### config.mk
export PLATFORM = sky130hd
export DESIGN_NAME = zip_central_directory_parser_core_flat
export DESIGN_NICKNAME = d
export VERILOG_FILES = /design/src/hdl/zcdp_pkg.sv /design/src/hdl/zcdp_if.sv /design/src/hdl/zip_central_directory_parser_core.sv /design/src/hdl/zcdp_parser.sv /design/src/hdl/zcdp_out_fifo.sv /design/src/flat_wrapper.sv
export VERILOG_INCLUDE_DIRS = /design/src /design/src/hdl
export SDC_FILE = /design/constraint.sdc
export NUM_CORES = 2
export LEC_CHECK = 0
export ABC_AREA = 1
export BUFFER_PORTS_ARGS = -buffer_cell sky130_fd_sc_hd__buf_2
export CAP_MARGIN = 10
export CORE_MARGIN = 2
export CORE_UTILIZATION = 40
export DETAILED_ROUTE_END_ITERATION = 16
export PLACE_DENSITY = 0.53
export SYNTH_ARGS = -nofsm -noshare
export SYNTH_HDL_FRONTEND = slang
export SYNTH_SLANG_ARGS = --single-unit
export TNS_END_PERCENT = 5
### constraint.sdc
create_clock -name clk -period 20.3 [get_ports clk]
set_clock_uncertainty 0.15 [all_clocks]
set_input_delay 1.015 -clock clk [delete_from_list [all_inputs] [get_ports clk]]
set_output_delay 1.015 -clock clk [all_outputs]
set_load 0.03 [all_outputs]
### src/hdl/zip_central_directory_parser_core_macros.svh
// assertion macros of the central directory parser, used by the result queue
`ifndef ZIP_CENTRAL_DIRECTORY_PARSER_CORE_MACROS_SVH
`define ZIP_CENTRAL_DIRECTORY_PARSER_CORE_MACROS_SVH
`ifndef SYNTHESIS
`define ZCDP_ASSERT(label, prop) \
  label: assert property (@(posedge clk) disable iff (rst) (prop)) \
    else $error("zcdp check failed");
`define ZCDP_ASSERT_IMPL(label, ante, cons) \
  label: assert property (@(posedge clk) disable iff (rst) (ante) |-> (cons)) \
    else $error("zcdp check failed");
`define ZCDP_ASSERT_NEXT(label, ante, cons) \
  label: assert property (@(posedge clk) disable iff (rst) (ante) |=> (cons)) \
    else $error("zcdp check failed");
`else
`define ZCDP_ASSERT(label, prop)
`define ZCDP_ASSERT_IMPL(label, ante, cons)
`define ZCDP_ASSERT_NEXT(label, ante, cons)
`endif
`endif

### src/hdl/zcdp_pkg.sv
// types and constants of the central directory parser
package zcdp_pkg;

  localparam int POS_W = 18;

  localparam logic [1:0] KIND_NAME   = 2'd0;
  localparam logic [1:0] KIND_RECORD = 2'd1;
  localparam logic [1:0] KIND_ERROR  = 2'd2;

  localparam logic ERR_SIGNATURE = 1'b0;
  localparam logic ERR_NAME_LONG = 1'b1;

  localparam logic [31:0] CD_SIGNATURE = 32'h02014b50;
  localparam logic [7:0]  SLASH_BYTE   = 8'h2f;

  // byte index of the last byte of each little-endian header field, and the header length
  localparam logic [POS_W-1:0] HEADER_BYTES       = 18'd46;
  localparam logic [POS_W-1:0] POS_SIG_END        = 18'd3;
  localparam logic [POS_W-1:0] POS_METHOD_END     = 18'd11;
  localparam logic [POS_W-1:0] POS_CRC_END        = 18'd19;
  localparam logic [POS_W-1:0] POS_CSIZE_END      = 18'd23;
  localparam logic [POS_W-1:0] POS_USIZE_END      = 18'd27;
  localparam logic [POS_W-1:0] POS_NAMELEN_END    = 18'd29;
  localparam logic [POS_W-1:0] POS_EXTRALEN_END   = 18'd31;
  localparam logic [POS_W-1:0] POS_COMMENTLEN_END = 18'd33;
  localparam logic [POS_W-1:0] POS_HEADER_END     = 18'd45;

  localparam int FIFO_DEPTH = 4;
  localparam int PTR_W      = $clog2(FIFO_DEPTH);
  localparam int CNT_W      = $clog2(FIFO_DEPTH + 1);

  typedef struct packed {
    logic [1:0]  kind;
    logic [7:0]  name_byte;
    logic [15:0] method;
    logic [31:0] crc_value;
    logic [31:0] compressed_size;
    logic [31:0] uncompressed_size;
    logic [31:0] local_header_offset;
    logic [7:0]  name_length;
    logic        is_directory;
    logic        error_code;
    logic        last_entry;
  } result_t;

  typedef struct packed {
    logic first;
    logic second;
  } push_t;

endpackage

### src/hdl/zcdp_if.sv
// handshake channels of the central directory parser
interface zcdp_byte_if;
  logic       valid;
  logic       ready;
  logic [7:0] data_byte;
  modport source (output valid, output data_byte, input ready);
  modport sink (input valid, input data_byte, output ready);
endinterface

interface zcdp_cfg_if;
  logic        valid;
  logic        ready;
  logic [15:0] entry_count;
  modport source (output valid, output entry_count, input ready);
  modport sink (input valid, input entry_count, output ready);
endinterface

interface zcdp_result_if;
  logic        valid;
  logic        ready;
  logic [1:0]  kind;
  logic [7:0]  name_byte;
  logic [15:0] method;
  logic [31:0] crc_value;
  logic [31:0] compressed_size;
  logic [31:0] uncompressed_size;
  logic [31:0] local_header_offset;
  logic [7:0]  name_length;
  logic        is_directory;
  logic        error_code;
  logic        last_entry;
  modport source (
    output valid, output kind, output name_byte, output method, output crc_value,
    output compressed_size, output uncompressed_size, output local_header_offset,
    output name_length, output is_directory, output error_code, output last_entry,
    input ready
  );
  modport sink (
    input valid, input kind, input name_byte, input method, input crc_value,
    input compressed_size, input uncompressed_size, input local_header_offset,
    input name_length, input is_directory, input error_code, input last_entry,
    output ready
  );
endinterface

### src/hdl/zip_central_directory_parser_core.sv
// top level of the zip central directory parser
// timing: the results that a byte causes are written into the result queue when the byte is taken
// throughput: one byte per cycle while the result queue has room; the last name byte of an entry yields two
//   results, which leave the four-entry result queue one at a time
// reset: synchronous, clears the parse state, the entry count and the queue;
//   after an error the block stays halted until reset
module zip_central_directory_parser_core #(
  parameter int NAME_LIMIT = 256
) (
  input logic          clk,
  input logic          rst,
  zcdp_byte_if.sink    stream,
  zcdp_cfg_if.sink     cfg,
  zcdp_result_if.source result
);
  import zcdp_pkg::*;

  push_t   push;
  result_t res0;
  result_t res1;
  result_t head;
  logic    not_empty;
  logic    has_room;
  logic    pop;

  assign stream.ready = has_room;
  assign cfg.ready    = 1'b1;
  assign pop          = not_empty && result.ready;

  zcdp_parser #(
    .NAME_LIMIT(NAME_LIMIT)
  ) u_parser (
    .clk       (clk),
    .rst       (rst),
    .accept    (stream.valid && has_room),
    .data_byte (stream.data_byte),
    .cfg_write (cfg.valid),
    .cfg_value (cfg.entry_count),
    .push      (push),
    .res0      (res0),
    .res1      (res1)
  );

  zcdp_out_fifo u_out_fifo (
    .clk       (clk),
    .rst       (rst),
    .push      (push),
    .res0      (res0),
    .res1      (res1),
    .pop       (pop),
    .head      (head),
    .not_empty (not_empty),
    .has_room  (has_room)
  );

  assign result.valid               = not_empty;
  assign result.kind                = head.kind;
  assign result.name_byte           = head.name_byte;
  assign result.method              = head.method;
  assign result.crc_value           = head.crc_value;
  assign result.compressed_size     = head.compressed_size;
  assign result.uncompressed_size   = head.uncompressed_size;
  assign result.local_header_offset = head.local_header_offset;
  assign result.name_length         = head.name_length;
  assign result.is_directory        = head.is_directory;
  assign result.error_code          = head.error_code;
  assign result.last_entry          = head.last_entry;

endmodule

### src/hdl/zcdp_parser.sv
// header field capture and result generation, one byte per cycle while accept is high
module zcdp_parser #(
  parameter int NAME_LIMIT = 256
) (
  input  logic             clk,
  input  logic             rst,
  input  logic             accept,
  input  logic [7:0]       data_byte,
  input  logic             cfg_write,
  input  logic [15:0]      cfg_value,
  output zcdp_pkg::push_t   push,
  output zcdp_pkg::result_t res0,
  output zcdp_pkg::result_t res1
);
  import zcdp_pkg::*;

  logic [POS_W-1:0] record_position, record_position_next;
  logic [15:0]      entries_left, entries_left_next;
  logic [31:0]      header_shift, header_shift_next;
  logic [15:0]      field_method, field_method_next;
  logic [31:0]      field_crc, field_crc_next;
  logic [31:0]      field_csize, field_csize_next;
  logic [31:0]      field_usize, field_usize_next;
  logic [31:0]      field_local_offset, field_local_offset_next;
  logic [15:0]      len_name, len_name_next;
  logic [15:0]      len_extra, len_extra_next;
  logic [15:0]      len_comment, len_comment_next;
  logic             last_was_slash, last_was_slash_next;
  logic             halted, halted_next;

  logic [31:0]      shift_in;
  logic             active;
  logic             stop;
  logic             name_too_long;
  logic             is_last;
  logic [POS_W-1:0] name_end;
  logic [POS_W-1:0] total;
  logic [POS_W-1:0] pos_plus;

  function automatic result_t make_record(input logic [31:0] offset, input logic slash);
    result_t r;
    r = '0;
    r.kind                = KIND_RECORD;
    r.method              = field_method;
    r.crc_value           = field_crc;
    r.compressed_size     = field_csize;
    r.uncompressed_size   = field_usize;
    r.local_header_offset = offset;
    r.name_length         = len_name[7:0];
    r.is_directory        = (len_name != 16'd0) && slash;
    r.last_entry          = is_last;
    return r;
  endfunction

  function automatic result_t make_error(input logic code);
    result_t r;
    r = '0;
    r.kind       = KIND_ERROR;
    r.error_code = code;
    return r;
  endfunction

  assign shift_in      = {data_byte, header_shift[31:8]};
  assign active        = accept && !halted && (entries_left != 16'd0);
  assign name_too_long = {1'b0, len_name} >= 17'(NAME_LIMIT);
  assign is_last       = entries_left == 16'd1;
  assign name_end      = HEADER_BYTES + POS_W'(len_name);
  assign total         = HEADER_BYTES + POS_W'(len_name) + POS_W'(len_extra)
                         + POS_W'(len_comment);
  assign pos_plus      = record_position + POS_W'(1);

  always_comb begin
    record_position_next    = record_position;
    entries_left_next       = entries_left;
    header_shift_next       = header_shift;
    field_method_next       = field_method;
    field_crc_next          = field_crc;
    field_csize_next        = field_csize;
    field_usize_next        = field_usize;
    field_local_offset_next = field_local_offset;
    len_name_next           = len_name;
    len_extra_next          = len_extra;
    len_comment_next        = len_comment;
    last_was_slash_next     = last_was_slash;
    halted_next             = halted;
    push                    = '0;
    res0                    = '0;
    res1                    = '0;
    stop                    = 1'b0;

    if (active) begin
      header_shift_next = shift_in;
      if (record_position < HEADER_BYTES) begin
        unique case (record_position)
          POS_SIG_END: begin
            if (shift_in != CD_SIGNATURE) begin
              res0        = make_error(ERR_SIGNATURE);
              push.first  = 1'b1;
              halted_next = 1'b1;
              stop        = 1'b1;
            end
          end
          POS_METHOD_END:     field_method_next = shift_in[31:16];
          POS_CRC_END:        field_crc_next    = shift_in;
          POS_CSIZE_END:      field_csize_next  = shift_in;
          POS_USIZE_END:      field_usize_next  = shift_in;
          POS_NAMELEN_END:    len_name_next     = shift_in[31:16];
          POS_EXTRALEN_END:   len_extra_next    = shift_in[31:16];
          POS_COMMENTLEN_END: len_comment_next  = shift_in[31:16];
          POS_HEADER_END: begin
            field_local_offset_next = shift_in;
            if (name_too_long) begin
              res0        = make_error(ERR_NAME_LONG);
              push.first  = 1'b1;
              halted_next = 1'b1;
              stop        = 1'b1;
            end else begin
              last_was_slash_next = 1'b0;
              // empty name: the record follows the header directly
              if (len_name == 16'd0) begin
                res0       = make_record(shift_in, 1'b0);
                push.first = 1'b1;
              end
            end
          end
          default: ;
        endcase
      end else if (record_position < name_end) begin
        res0.kind           = KIND_NAME;
        res0.name_byte      = data_byte;
        push.first          = 1'b1;
        last_was_slash_next = data_byte == SLASH_BYTE;
        if (pos_plus == name_end) begin
          res1        = make_record(field_local_offset, data_byte == SLASH_BYTE);
          push.second = 1'b1;
        end
      end

      if (!stop) begin
        if (record_position >= POS_HEADER_END && pos_plus >= total) begin
          record_position_next = '0;
          entries_left_next    = entries_left - 16'd1;
        end else begin
          record_position_next = pos_plus;
        end
      end
    end

    if (cfg_write) begin
      entries_left_next    = cfg_value;
      record_position_next = '0;
    end
  end

  always_ff @(posedge clk) begin
    if (rst) begin
      record_position    <= '0;
      entries_left       <= '0;
      header_shift       <= '0;
      field_method       <= '0;
      field_crc          <= '0;
      field_csize        <= '0;
      field_usize        <= '0;
      field_local_offset <= '0;
      len_name           <= '0;
      len_extra          <= '0;
      len_comment        <= '0;
      last_was_slash     <= 1'b0;
      halted             <= 1'b0;
    end else begin
      record_position    <= record_position_next;
      entries_left       <= entries_left_next;
      header_shift       <= header_shift_next;
      field_method       <= field_method_next;
      field_crc          <= field_crc_next;
      field_csize        <= field_csize_next;
      field_usize        <= field_usize_next;
      field_local_offset <= field_local_offset_next;
      len_name           <= len_name_next;
      len_extra          <= len_extra_next;
      len_comment        <= len_comment_next;
      last_was_slash     <= last_was_slash_next;
      halted             <= halted_next;
    end
  end

endmodule

### src/hdl/zcdp_out_fifo.sv
// result queue taking up to two items per cycle and giving one
`include "zip_central_directory_parser_core_macros.svh"
module zcdp_out_fifo (
  input  logic              clk,
  input  logic              rst,
  input  zcdp_pkg::push_t   push,
  input  zcdp_pkg::result_t res0,
  input  zcdp_pkg::result_t res1,
  input  logic              pop,
  output zcdp_pkg::result_t head,
  output logic              not_empty,
  output logic              has_room
);
  import zcdp_pkg::*;

  localparam logic [CNT_W-1:0] ROOM_LIMIT = CNT_W'(FIFO_DEPTH - 2);

  result_t            slots [FIFO_DEPTH];
  logic [PTR_W-1:0]   rd_ptr, rd_ptr_next;
  logic [PTR_W-1:0]   wr_ptr, wr_ptr_next;
  logic [CNT_W-1:0]   count, count_next;
  logic [PTR_W-1:0]   wr_ptr_plus;

  assign wr_ptr_plus = wr_ptr + PTR_W'(1);
  assign head        = slots[rd_ptr];
  assign not_empty   = count != '0;
  // room for the worst case of two results from one item
  assign has_room    = count <= ROOM_LIMIT;

  always_comb begin
    wr_ptr_next = wr_ptr + PTR_W'(push.first) + PTR_W'(push.second);
    rd_ptr_next = rd_ptr + PTR_W'(pop);
    count_next  = count + CNT_W'(push.first) + CNT_W'(push.second) - CNT_W'(pop);
  end

  always_ff @(posedge clk) begin
    if (push.first) begin
      slots[wr_ptr] <= res0;
    end
    if (push.second) begin
      slots[wr_ptr_plus] <= res1;
    end
  end

  always_ff @(posedge clk) begin
    if (rst) begin
      rd_ptr <= '0;
      wr_ptr <= '0;
      count  <= '0;
    end else begin
      rd_ptr <= rd_ptr_next;
      wr_ptr <= wr_ptr_next;
      count  <= count_next;
    end
  end

  `ZCDP_ASSERT(a_count_bound, count <= CNT_W'(FIFO_DEPTH))
  `ZCDP_ASSERT_IMPL(a_push_has_room, push.first, count <= ROOM_LIMIT)
  `ZCDP_ASSERT_IMPL(a_second_needs_first, push.second, push.first)
  `ZCDP_ASSERT_NEXT(a_pop_drains, pop && !push.first, count == $past(count) - CNT_W'(1))

endmodule
### src/flat_wrapper.sv
// flat-port wrapper written by rule: the top's interface ports become plain ports
module zip_central_directory_parser_core_flat import zcdp_pkg::*;
#(
  parameter int NAME_LIMIT = 256
)
  (clk, rst, stream_valid, stream_data_byte, stream_ready, cfg_valid, cfg_entry_count, cfg_ready, result_valid, result_kind, result_name_byte, result_method, result_crc_value, result_compressed_size, result_uncompressed_size, result_local_header_offset, result_name_length, result_is_directory, result_error_code, result_last_entry, result_ready);
  zcdp_byte_if stream_i ();
  zcdp_cfg_if cfg_i ();
  zcdp_result_if result_i ();
  input logic clk;
  input logic rst;
  input wire logic [$bits(stream_i.valid)-1:0] stream_valid;
  input wire logic [$bits(stream_i.data_byte)-1:0] stream_data_byte;
  output wire logic [$bits(stream_i.ready)-1:0] stream_ready;
  input wire logic [$bits(cfg_i.valid)-1:0] cfg_valid;
  input wire logic [$bits(cfg_i.entry_count)-1:0] cfg_entry_count;
  output wire logic [$bits(cfg_i.ready)-1:0] cfg_ready;
  output wire logic [$bits(result_i.valid)-1:0] result_valid;
  output wire logic [$bits(result_i.kind)-1:0] result_kind;
  output wire logic [$bits(result_i.name_byte)-1:0] result_name_byte;
  output wire logic [$bits(result_i.method)-1:0] result_method;
  output wire logic [$bits(result_i.crc_value)-1:0] result_crc_value;
  output wire logic [$bits(result_i.compressed_size)-1:0] result_compressed_size;
  output wire logic [$bits(result_i.uncompressed_size)-1:0] result_uncompressed_size;
  output wire logic [$bits(result_i.local_header_offset)-1:0] result_local_header_offset;
  output wire logic [$bits(result_i.name_length)-1:0] result_name_length;
  output wire logic [$bits(result_i.is_directory)-1:0] result_is_directory;
  output wire logic [$bits(result_i.error_code)-1:0] result_error_code;
  output wire logic [$bits(result_i.last_entry)-1:0] result_last_entry;
  input wire logic [$bits(result_i.ready)-1:0] result_ready;
  assign stream_i.valid = stream_valid;
  assign stream_i.data_byte = stream_data_byte;
  assign stream_ready = stream_i.ready;
  assign cfg_i.valid = cfg_valid;
  assign cfg_i.entry_count = cfg_entry_count;
  assign cfg_ready = cfg_i.ready;
  assign result_valid = result_i.valid;
  assign result_kind = result_i.kind;
  assign result_name_byte = result_i.name_byte;
  assign result_method = result_i.method;
  assign result_crc_value = result_i.crc_value;
  assign result_compressed_size = result_i.compressed_size;
  assign result_uncompressed_size = result_i.uncompressed_size;
  assign result_local_header_offset = result_i.local_header_offset;
  assign result_name_length = result_i.name_length;
  assign result_is_directory = result_i.is_directory;
  assign result_error_code = result_i.error_code;
  assign result_last_entry = result_i.last_entry;
  assign result_i.ready = result_ready;
  zip_central_directory_parser_core #(.NAME_LIMIT(NAME_LIMIT)) u_core (.clk(clk), .rst(rst), .stream(stream_i), .cfg(cfg_i), .result(result_i));
endmodule
==> results.sh <==
export IMPL_met3_usage_pct=4.93
export IMPL_ys_warnings_count=0
export IMPL_grt_setup_unrepaired="false"
export IMPL_ctsHtreeMaxLevel=3
export IMPL_grt_ovfl_total=0
export IMPL_slew_headroom_pct=21.4
export IMPL_maximum_number_of_pins_on_one_net_before_global_route_repair=159
export IMPL_clock_insertion_delay_worst_skew_ns=0.71
export IMPL_setup_tns_final_ns=0
export IMPL_grtUsageMet2_pct=43.1
export IMPL_seq_area_frac_synth_pct=55.2
export IMPL_clock_sinks=918
export IMPL_period_minus_slack_ns=7.26
export IMPL_num_rows=122
export IMPL_dpl_worst_slack_ns=13.09
export IMPL_drt_wl_total_um=159000
export IMPL_multi_input_area_mm2=0.0166
export IMPL_cts_repair_timing_setup_buffer_count=0
export IMPL_max_clk_rate_mhz=138
export IMPL_critical_path_peak_fanout=60
export IMPL_final_weighted_congestion_in_routability_driven_placement=0.946
export IMPL_timing_setup_critical_path_class="reg -> reg"
export IMPL_synth_fp_nets=5208
export IMPL_worst_slew_pin_transition_ns=1.18
export IMPL_met1_usage_pct=38.4
export IMPL_detailroute_via_count=38000
export IMPL_final_layout_size_suffix_gt1_share_pct=9.31
export IMPL_ys_top_cells_by_area="sky130_fd_sc_hd__edfxtp_1 (42%), sky130_fd_sc_hd__dfxtp_1 (13%), sky130_fd_sc_hd__a21oi_1 (8.6%), sky130_fd_sc_hd__o21ai_0 (6.0%), sky130_fd_sc_hd__nand2_1 (5.4%)"
export IMPL_most_utilized_layer_in_the_global_route_result="met2"
export IMPL_most_used_dff_post_synth="sky130_fd_sc_hd__edfxtp_1"
export IMPL_detail_route_vias_per_cell=5.71
export IMPL_initial_core_util_pct=40.3
export IMPL_cts_resized=0
export IMPL_place_hpwl_um=88300
export IMPL_ys_ff_latch=918
export IMPL_power_per_cell_area_mw_per_mm2=106
export IMPL_ys_types=44
export IMPL_timing_hold_violations_final=0
export IMPL_cts_inserted_buffers=104
export IMPL_tritoncts="yes"
export IMPL_post_cts_hold_buffer_count=0
export IMPL_drtIter0Drc=4144
export IMPL_maxCapViolCount=0
export IMPL_edff_count_synth=620
export IMPL_detail_route_wl_per_cell_um=23.9
export IMPL_layout_cells_most_common="sky130_fd_sc_hd__a21oi_1"
export IMPL_die_width_um=338
export IMPL_port_buffer_count=195
export IMPL_setup_viol=0
export IMPL_clock_root_buffer="sky130_fd_sc_hd__clkbuf_16"
export IMPL_detailedRoute_firstPassIterationCount=6
export IMPL_synth_area_per_cell_um2=8.73
export IMPL_post_synth_arst_share_pct=0
export IMPL_drc=0
export IMPL_max_clock_path_buffers=3
export IMPL_gr_usage_all_layers_pct=27.4
export IMPL_setup_ws_ns=13.04
export IMPL_drv_slew=0
export IMPL_syn_area_mm2=0.0445
export IMPL_synthesis_instances=5099
export IMPL_regArea_mm2=0.0246
export IMPL_layout_filler_cells=10900
export IMPL_die_area_mm2=0.114
export IMPL_worst_setup_path_end_kind="flip-flop"
export IMPL_area_growth_synth_to_final_pct=12.1
export IMPL_cp_data_arrival_time_ns=7.42
export IMPL_power_static_leakage_nw=20.4
export IMPL_power_ir_vdd_worst_v=0.0000825
export IMPL_core_mm2=0.111
export IMPL_io_pins=197
export IMPL_die_height_um=338
export IMPL_antenna_violating_nets_post_route=0
export IMPL_clock_pin_slew_on_the_worst_setup_and_hold_paths_ns=0.06
export IMPL_status="complete, no violations"
export IMPL_grt_pass1_wl_um=234000
export IMPL_fin_nets=5175
export IMPL_mostFrequentLayoutCells="sky130_fd_sc_hd__a21oi_1 (767), sky130_fd_sc_hd__nand2_1 (629), sky130_fd_sc_hd__edfxtp_1 (620), sky130_fd_sc_hd__nor2_1 (585), sky130_fd_sc_hd__o21ai_0 (530)"
export IMPL_worstPathRequired_ns=20.46
export IMPL_grt_antenna_before_repair=11
export IMPL_timing_critical_path_from_type="flip-flop"
export IMPL_synthDominantAreaCellType="sky130_fd_sc_hd__edfxtp_1"
export IMPL_hold_path_class="reg -> reg"
export IMPL_yosys_area_top_type_share_pct=41.8
export IMPL_grt_pass1_vias=35600
export IMPL_post_route_period_util_pct=35.7
## path summary, 6_finish.rpt
check,start,to,slack (ns),cells past startpoint
setup / recovery,u_core.u_parser.len_name[1],u_core.u_out_fifo.slots[0][37],13.04,21
hold / removal,u_core.u_parser.len_comment[11],u_core.u_parser.len_comment[11],0.31,2
setup reg to reg,u_core.u_parser.len_name[1],u_core.u_out_fifo.slots[0][37],13.04,21
hold reg to reg,u_core.u_parser.len_comment[11],u_core.u_parser.len_comment[11],0.31,2
## cell families (layout without fill, tap and decap cells)
kind of cell             after synthesis  in the layout  synth area share, %
flip-flops                           918            918                 55.2
XOR/XNOR                              30             30                0.624
AND/OR/NAND/NOR                     1682           1682                 16.0
adder cells (fa/ha/maj)               80             80                 2.59
AO/OA/AOI/OAI                       1510           1510                 17.7
other                                  1              2              0.00843
buffers and inverters                878            937                 7.81
## cells in the mapped netlist, types with 2 or more instances
master and instances:
sky130_fd_sc_hd__buf_4 2, sky130_fd_sc_hd__a31oi_1 2, sky130_fd_sc_hd__a21o_1 2, sky130_fd_sc_hd__a21boi_0 2, sky130_fd_sc_hd__nor2_2 8, sky130_fd_sc_hd__inv_1 449, sky130_fd_sc_hd__clkinv_1 4, sky130_fd_sc_hd__nor3_1 42
sky130_fd_sc_hd__dfxtp_1 298, sky130_fd_sc_hd__nand2_1 636, sky130_fd_sc_hd__a21oi_1 767, sky130_fd_sc_hd__nor4_1 12, sky130_fd_sc_hd__clkbuf_1 249, sky130_fd_sc_hd__xor2_1 22, sky130_fd_sc_hd__nand3_1 239, sky130_fd_sc_hd__nor2_1 587
sky130_fd_sc_hd__nand4_1 148, sky130_fd_sc_hd__o21bai_1 4, sky130_fd_sc_hd__a22oi_1 8, sky130_fd_sc_hd__edfxtp_1 620, sky130_fd_sc_hd__o21ai_0 530, sky130_fd_sc_hd__buf_1 33, sky130_fd_sc_hd__ha_1 60, sky130_fd_sc_hd__fa_1 20
sky130_fd_sc_hd__buf_2 125, sky130_fd_sc_hd__o22ai_1 162, sky130_fd_sc_hd__buf_6 2, sky130_fd_sc_hd__a211oi_1 24, sky130_fd_sc_hd__xnor2_1 6, sky130_fd_sc_hd__o21ai_1 5, sky130_fd_sc_hd__inv_2 14, sky130_fd_sc_hd__nand3b_1 3
sky130_fd_sc_hd__nor3b_1 2, sky130_fd_sc_hd__xor2_2 2
## power breakdown
group | total [mW] | switching, mW | leakage (nW) | internal [mW]
Sequential | 2.02 | 0.0304 | 9.62 | 1.99
Clock | 1.92 | 0.797 | 1.70 | 1.12
Combinational | 1.35 | 1.03 | 9.10 | 0.328
## per-layer routing
layer | vias to the layer above | routed length, µm | share of wire (%)
li1 | 17600 | - | -
met1 | 18600 | 69200 | 44
met2 | 1508 | 72300 | 46
met3 | 242 | 12600 | 7.9
met4 | 0 | 4670 | 2.9
met5 | - | 0 | 0
## worst max-delay path, cell delays in order, from the launching register on
cell                      delay (ns)
sky130_fd_sc_hd__dfxtp_1        0.37
sky130_fd_sc_hd__inv_1          0.19
sky130_fd_sc_hd__ha_1           0.30
sky130_fd_sc_hd__nand2_1        0.10
sky130_fd_sc_hd__nand2_1        0.07
sky130_fd_sc_hd__a21oi_1        0.23
sky130_fd_sc_hd__nand3_1        0.16
sky130_fd_sc_hd__nand2_1        0.26
sky130_fd_sc_hd__ha_1           0.30
sky130_fd_sc_hd__a21oi_1        0.16
sky130_fd_sc_hd__o21ai_0        0.09
sky130_fd_sc_hd__a21oi_1        0.12
sky130_fd_sc_hd__nand2_1        0.06
sky130_fd_sc_hd__nor2_1         0.28
sky130_fd_sc_hd__nand3_1        0.20
sky130_fd_sc_hd__nor2_4         0.10
sky130_fd_sc_hd__buf_4          0.54
sky130_fd_sc_hd__nand4_1        0.21
sky130_fd_sc_hd__buf_4          0.37
sky130_fd_sc_hd__nand2_4        0.59
sky130_fd_sc_hd__buf_4          0.82
sky130_fd_sc_hd__buf_4          0.99
## sequential cells by signal, summed over array words and instances (netlist names), 2 cells and up
name	flops
u_core.u_out_fifo.count	3
u_core.u_parser.header_shift	24
u_core.u_parser.field_method	16
u_core.u_out_fifo.rd_ptr	2
u_core.u_parser.len_name	16
u_core.u_parser.record_position	18
u_core.u_parser.field_usize	32
u_core.u_parser.field_crc	32
u_core.u_out_fifo.wr_ptr	2
u_core.u_parser.len_extra	16
u_core.u_parser.field_local_offset	32
u_core.u_out_fifo.slots	660
u_core.u_parser.len_comment	16
u_core.u_parser.entries_left	16
u_core.u_parser.field_csize	32
## stage by stage
step	std cells	total power [mW]	hold slack, ns	utilization (%)	area (µm²)
after floorplan	5099	2.91	0.285	-	44500
after global placement	6447	3.41	0.305	42.0	46400
after detailed placement	6447	3.41	0.310	42.0	46400
after CTS	6645	5.32	0.319	45.1	49900
after global routing	6647	5.48	0.343	45.2	49900
final	6647	5.29	0.315	45.2	49900
## cell type report
cell class                 instances  share of cell area, %
sequential                       918                   49.3
multi-input combinational       3303                   33.2
clock buffer                     169                   6.27
tap                             1488                   3.73
inverter                         467                   3.54
timing repair buffer             272                   3.20
clock inverter                    29                  0.717
antenna                            1                0.00501
(Power assumes the default switching activity.)
